==> config.mk <==
export PLATFORM = sky130hd
export DESIGN_NAME = tsm_cmp
export DESIGN_NICKNAME = d
export VERILOG_FILES = /design/src/sv/three_way_sorted_merge_macros.svh /design/src/sv/tsm_pkg.sv /design/src/sv/tsm_cmp.sv
export SDC_FILE = /design/constraint.sdc
export NUM_CORES = 1
export LEC_CHECK = 0
export BUFFER_PORTS_ARGS = -buffer_cell sky130_fd_sc_hd__buf_2
export CAP_MARGIN = 25
export CORE_AREA = 8 8 60 83
export CTS_CLUSTER_DIAMETER = 60
export DETAILED_ROUTE_END_ITERATION = 10
export DIE_AREA = 0 0 68 91
export PLACE_DENSITY = 0.82
export SLEW_MARGIN = 25
export SYNTH_ARGS = -nofsm -noshare
export SYNTH_HDL_FRONTEND = slang
export SYNTH_SLANG_ARGS = --single-unit
==> constraint.sdc <==
create_clock -name clk_i -period 6.6 [get_ports clk_i]
set_clock_uncertainty 0.15 [all_clocks]
set_input_delay 1.98 -clock clk_i [delete_from_list [all_inputs] [get_ports clk_i]]
set_output_delay 1.98 -clock clk_i [all_outputs]
set_load 0.005 [all_outputs]
==> src/sv/three_way_sorted_merge_macros.svh <==
// Assertion helpers for the three way sorted merge block.
`ifndef THREE_WAY_SORTED_MERGE_MACROS_SVH
`define THREE_WAY_SORTED_MERGE_MACROS_SVH

// Clocked check, switched off while reset is asserted.
`define TSM_ASSERT(label, prop, msg) \
  label: assert property (@(posedge clk_i) disable iff (!rst_ni) (prop)) \
    else $error(msg);

// Clocked implication check, switched off while reset is asserted.
`define TSM_ASSERT_IMP(label, ante, cons, msg) \
  label: assert property (@(posedge clk_i) disable iff (!rst_ni) (ante) |-> (cons)) \
    else $error(msg);

// Next-cycle implication check, switched off while reset is asserted.
`define TSM_ASSERT_NXT(label, ante, cons, msg) \
  label: assert property (@(posedge clk_i) disable iff (!rst_ni) (ante) |=> (cons)) \
    else $error(msg);

`endif

==> src/sv/tsm_pkg.sv <==
package tsm_pkg;

  // Queue geometry
  localparam int QUEUE_DEPTH = 256;
  localparam int NUM_QUEUES  = 3;
  localparam int DATA_W      = 32;
  localparam int PTR_W       = (QUEUE_DEPTH > 1) ? $clog2(QUEUE_DEPTH) : 1;
  localparam int CNT_W       = $clog2(QUEUE_DEPTH + 1);
  localparam int MEM_DEPTH   = NUM_QUEUES * QUEUE_DEPTH;
  localparam int ADDR_W      = $clog2(MEM_DEPTH);

  // Remaining count field, saturating
  localparam int REMAIN_W   = 10;
  localparam int REMAIN_MAX = 1023;
  localparam int SUM_W      = (CNT_W + 2 > REMAIN_W + 1) ? CNT_W + 2 : REMAIN_W + 1;

  // Commands
  localparam logic [1:0] CMD_PUSH  = 2'd0;
  localparam logic [1:0] CMD_POP   = 2'd1;
  localparam logic [1:0] CMD_CLEAR = 2'd2;

  // Status codes
  localparam logic [1:0] ST_OK      = 2'd0;
  localparam logic [1:0] ST_DROPPED = 2'd1;
  localparam logic [1:0] ST_EMPTY   = 2'd2;

  // Source code when nothing was popped
  localparam logic [1:0] NO_SOURCE = 2'd3;
  localparam logic [1:0] LAST_Q    = 2'd2;

  typedef logic [PTR_W-1:0]  ptr_t;
  typedef logic [CNT_W-1:0]  cnt_t;
  typedef logic [ADDR_W-1:0] addr_t;

  typedef struct packed {
    logic [1:0]               command;
    logic [1:0]               stream;
    logic signed [DATA_W-1:0] value;
  } req_t;

  typedef struct packed {
    logic signed [DATA_W-1:0] result_value;
    logic [1:0]               source;
    logic [1:0]               status;
    logic [REMAIN_W-1:0]      remaining;
  } rsp_t;

  // Running minimum held by the compare unit
  typedef struct packed {
    logic                     found;
    logic signed [DATA_W-1:0] value;
    logic [1:0]               source;
  } best_t;

  // Flat store address of an entry of one queue
  function automatic addr_t queue_addr(logic [1:0] q, ptr_t p);
    return addr_t'(addr_t'(q) * addr_t'(QUEUE_DEPTH)) + addr_t'(p);
  endfunction

  // Ring pointer advance, any depth
  function automatic ptr_t ptr_inc(ptr_t p);
    return (p == ptr_t'(QUEUE_DEPTH - 1)) ? '0 : ptr_t'(p + ptr_t'(1));
  endfunction

endpackage

==> src/sv/tsm_cmp.sv <==
module tsm_cmp (
  input  logic                              clk_i,
  input  logic                              rst_ni,
  input  logic                              clr_i,
  input  logic                              en_i,
  input  logic signed [tsm_pkg::DATA_W-1:0] cand_i,
  input  logic [1:0]                        cand_src_i,
  output tsm_pkg::best_t                    best_o
);

  logic                              found_q;
  logic signed [tsm_pkg::DATA_W-1:0] value_q;
  logic [1:0]                        src_q;
  logic                              take;

  // Strict less-than keeps the earlier queue on ties
  assign take = en_i && (!found_q || (cand_i < value_q));

  always_ff @(posedge clk_i or negedge rst_ni) begin
    if (!rst_ni) begin
      found_q <= 1'b0;
    end else if (clr_i) begin
      found_q <= 1'b0;
    end else if (take) begin
      found_q <= 1'b1;
    end
  end

  always_ff @(posedge clk_i) begin
    if (take) begin
      value_q <= cand_i;
      src_q   <= cand_src_i;
    end
  end

  assign best_o = '{found: found_q, value: value_q, source: src_q};

endmodule

==> impl_summary.txt <==
----------------------------------------------------
[Clocking]
  Gates resized, CTS repair ... 0
  CTS Root Cell ... clkbuf_8
  H-tree levels ... 2
  CTS Sinks ... 35
  Total clock buffers created by CTS ... 5
  Max clock buf depth ... 2
  Clock tree from TritonCTS ... yes
  Reg clk slew, reported paths ... ~0.070 ns
  # Post-CTS Setup Buffers ... 0
  Insertion delay of the later-clocked pin in the worst-skew pair ... ~0.28 ns
  Cts hold-fix bufs ... 0

[Floorplanning]
  Standard cell core area ... roughly 0.0038 mm²
  Number of placement rows ... 27
  Area of the die ... slightly above 0.006 mm²
  Height of the chip ... around 91 µm
  I/O pin total ... 73
  Starting Density ... around half
  Die outline width ... about 68 µm

[GRT]
  Sum of overflow across all layers after global routing ... 0
  Vias in the first global route ... about 1600
  Antenna violations before repair ... 0
  Largest net degree at the start of global routing ... 35
  First-pass GRT wire length ... between 6000 and 7000 µm
  GR Util All Layers ... 13.69%

[Yosys]
  Syn Nets ... roughly 220
  Post-synthesis cell type count ... 25
  Main area contributors after synthesis ... edfxtp_1 (54%), ha_1 (21%), inv_1 (6.6%)
  Cells after synthesis ... 155
  Number of enable flip-flop cells after synthesis ... 34
  Commonest cells in the synthesized netlist ... edfxtp_1 (34), inv_1 (33), ha_1 (31)
  Netlist Area Pre-Place ... roughly 0.0019 mm²
  Commonest register cell after synthesis ... edfxtp_1
  Yosys Warn Count ... 0
  Async set-or-reset flop fraction in the synthesized netlist ... approximately 2.9%
  Register area share after synthesis ... between 50% and 60%
  Post-synthesis cell type with the largest combined area ... edfxtp_1
  Flops & latches, synth ... 35
  Synth Area per Inst ... ~12 µm²
  Area fraction of the dominant cell type after synthesis ... a little over half
  Most repeated cell in the gate-level netlist after synthesis ... edfxtp_1

[Timing]
  Final worst-path cycle share ... 63.04%
  Slew at the pin with the worst max-slew slack ... approximately 0.43 ns
  Maximum frequency from static timing analysis ... approximately 240 MHz
  Fin. Hold Viols ... 0
  Worst max-slew margin expressed relative to the limit ... 71.54%
  Number of pins exceeding their max-slew limit in the final report ... 0
  Final critical-path setup slack ... 2.440 ns
  Setup_tns ... 0 ns
  Final critical-path required period ... 4.160 ns
  Setup-failing EPs final ... 0
  Unrepaired setup endpoints after global routing ... no

[Drt]
  Length of the first detailed-routing pass in iterations ... 6
  Wire length on met1 ... around 1400 µm
  Via count of the routed design ... ~1400
  Total wire length after detailed routing ... between 4000 and 5000 µm
  Per-cell via count in the routed design ... about 5.1
  Post-DRT Antenna Nets ... 0
  Routed wire length on met3 ... around 320 µm
  Detail Route met2 WL ... 2202 µm
  Post-DR wirelength/cell ... 14.43 µm
  Detailed-route DRC error count ... 0
  Highest metal layer used by the detailed router ... met4
  Count of routing violations after the opening detailed-route iteration ... 16

[Power]
  Leakage ... 0.001191 µW
  Peak supply drop ... 0.1603 mV
  P per Cell Area ... roughly 210 mW/mm²

[Cells and area]
  Number of standard cells in the layout, taps in and fillers out ... 278
  Ant. Diodes ... 0
  Filler Cells Inserted ... between 300 and 400
  Nets@finish ... 303
  Footprint of the flip-flops and latches ... 0.001046 mm²
  Fraction of final layout cells with drive strength greater than 1 ... approximately 34%
  Footprint of the multi-input gates ... approximately 720 µm²
  Area growth from synthesis to layout ... 26.86%

[Place]
  Cell count after placement ... between 200 and 300
  Setup WS pre-CTS ... about 2.1 ns
  Final estimated routing congestion in global placement ... a little under 0.8
  HPWL after detailed placement ... ~3300 µm
  Port bufs ... 72

[Worst setup path]
  Required arrival time at the worst endpoint ... approximately 6.4 ns
  Critical-path maximum fanout ... 34
  Worst Setup End Kind ... flop
  Startpoint of the lowest-slack register-to-register path ... value_q[19]$_DFFE_PP_
  Startpoint-to-endpoint class of the critical path ... in2reg
  Worst path arrival time ... between 3 and 4 ns
  First element of the critical path ... cand_i[30]
  Startpoint kind of the worst setup timing path ... input pin

[Worst hold path]
  Min-delay worst type ... reg2reg
  Hold_sp ... found_q$_DFFE_PN0P_

[Status]
  Run status ... completed

[Job]
  Max-cap check violation count ... 0

----------------------------------------------------
==> state kept, by name (all words and copies together), names as in the netlist <==
signal and cells:
found_q 1, value_q 32, src_q 2
==> cells by family (layout without fill, tap and decap cells) <==
| kind of cell | after synthesis | in the layout | synth area share (%) |
|---|---|---|---|
| flops | 35 | 35 | 55.44 |
| compound gates | 28 | 28 | 9.151 |
| buf+inv | 34 | 114 | 6.963 |
| simple gates | 27 | 27 | 7.891 |
| fa+ha+maj | 31 | 31 | 20.56 |
==> stage by stage <==
stage / power, µW / area (µm²) / util [%] / hold slack (ns)
floorplan: 327.1 / 1887 / - / 0.3426
CTS: 513.5 / 2394 / 63.26 / 0.3919
global route: 536.9 / 2394 / 63.26 / 0.4143
global placement: 368.3 / 2313 / 61.14 / 0.3797
finish: 505.6 / 2394 / 63.26 / 0.3952
detailed placement: 371.4 / 2313 / 61.14 / 0.3775
==> metal layers <==
metal  track usage (%)  vias up
li1                  -      715
met1             13.08      655
met2             25.37       45
met3             4.551        6
met4             4.974        0
met5                 0        -
==> worst max-delay path, stage by stage <==
cell and delay (ns):
buf_2 0.11, ha_1 0.32, a21oi_1 0.15, nand2_1 0.07
a221oi_1 0.32, a21boi_0 0.20, a2111oi_4 0.34, buf_4 0.44
==> report_power, final <==
part	internal [µW]	leakage, µW	switching, µW
sequential	265	0.000341	7.66
clock	71.8	0.0000403	68.2
combinational	42.8	0.000810	50.0
==> cell usage in the layout (no fill, tap or decap), types with 2 or more instances in the layout <==
| cell | n |
|---|---|
| buf_2 | 72 |
| edfxtp_1 | 34 |
| inv_1 | 33 |
| ha_1 | 31 |
| a21oi_1 | 14 |
| nand2_1 | 9 |
| o21ai_0 | 7 |
| nor2_1 | 5 |
| clkbuf_8 | 5 |
| nand4_1 | 4 |
| and4_1 | 2 |
| clkinv_1 | 2 |
==> path summary, 6_finish.rpt <==
kind                                        end  slack [ns]  depth (start not counted)
setup / recovery           value_q[9]$_DFFE_PP_        2.44                          8
hold reg to reg             found_q$_DFFE_PN0P_        0.40                          2
max in group asynchronous   found_q$_DFFE_PN0P_        4.91                          1
hold / removal              found_q$_DFFE_PN0P_        0.40                          2
min in group asynchronous   found_q$_DFFE_PN0P_        1.31                          1
setup reg to reg           value_q[9]$_DFFE_PP_        3.85                          8
==> area by class of cell <==
cell class              instances  share of cell area [%]
clock inverters                 2                  0.3136
multi-input cells              86                   30.16
well taps                      43                   2.248
flip-flops and latches         35                   43.70
inverters                      33                   5.175
clock buffers                   6                   3.032
repair buffers                 73                   15.37
No activity file was read; power rests on OpenSTA's default activity.
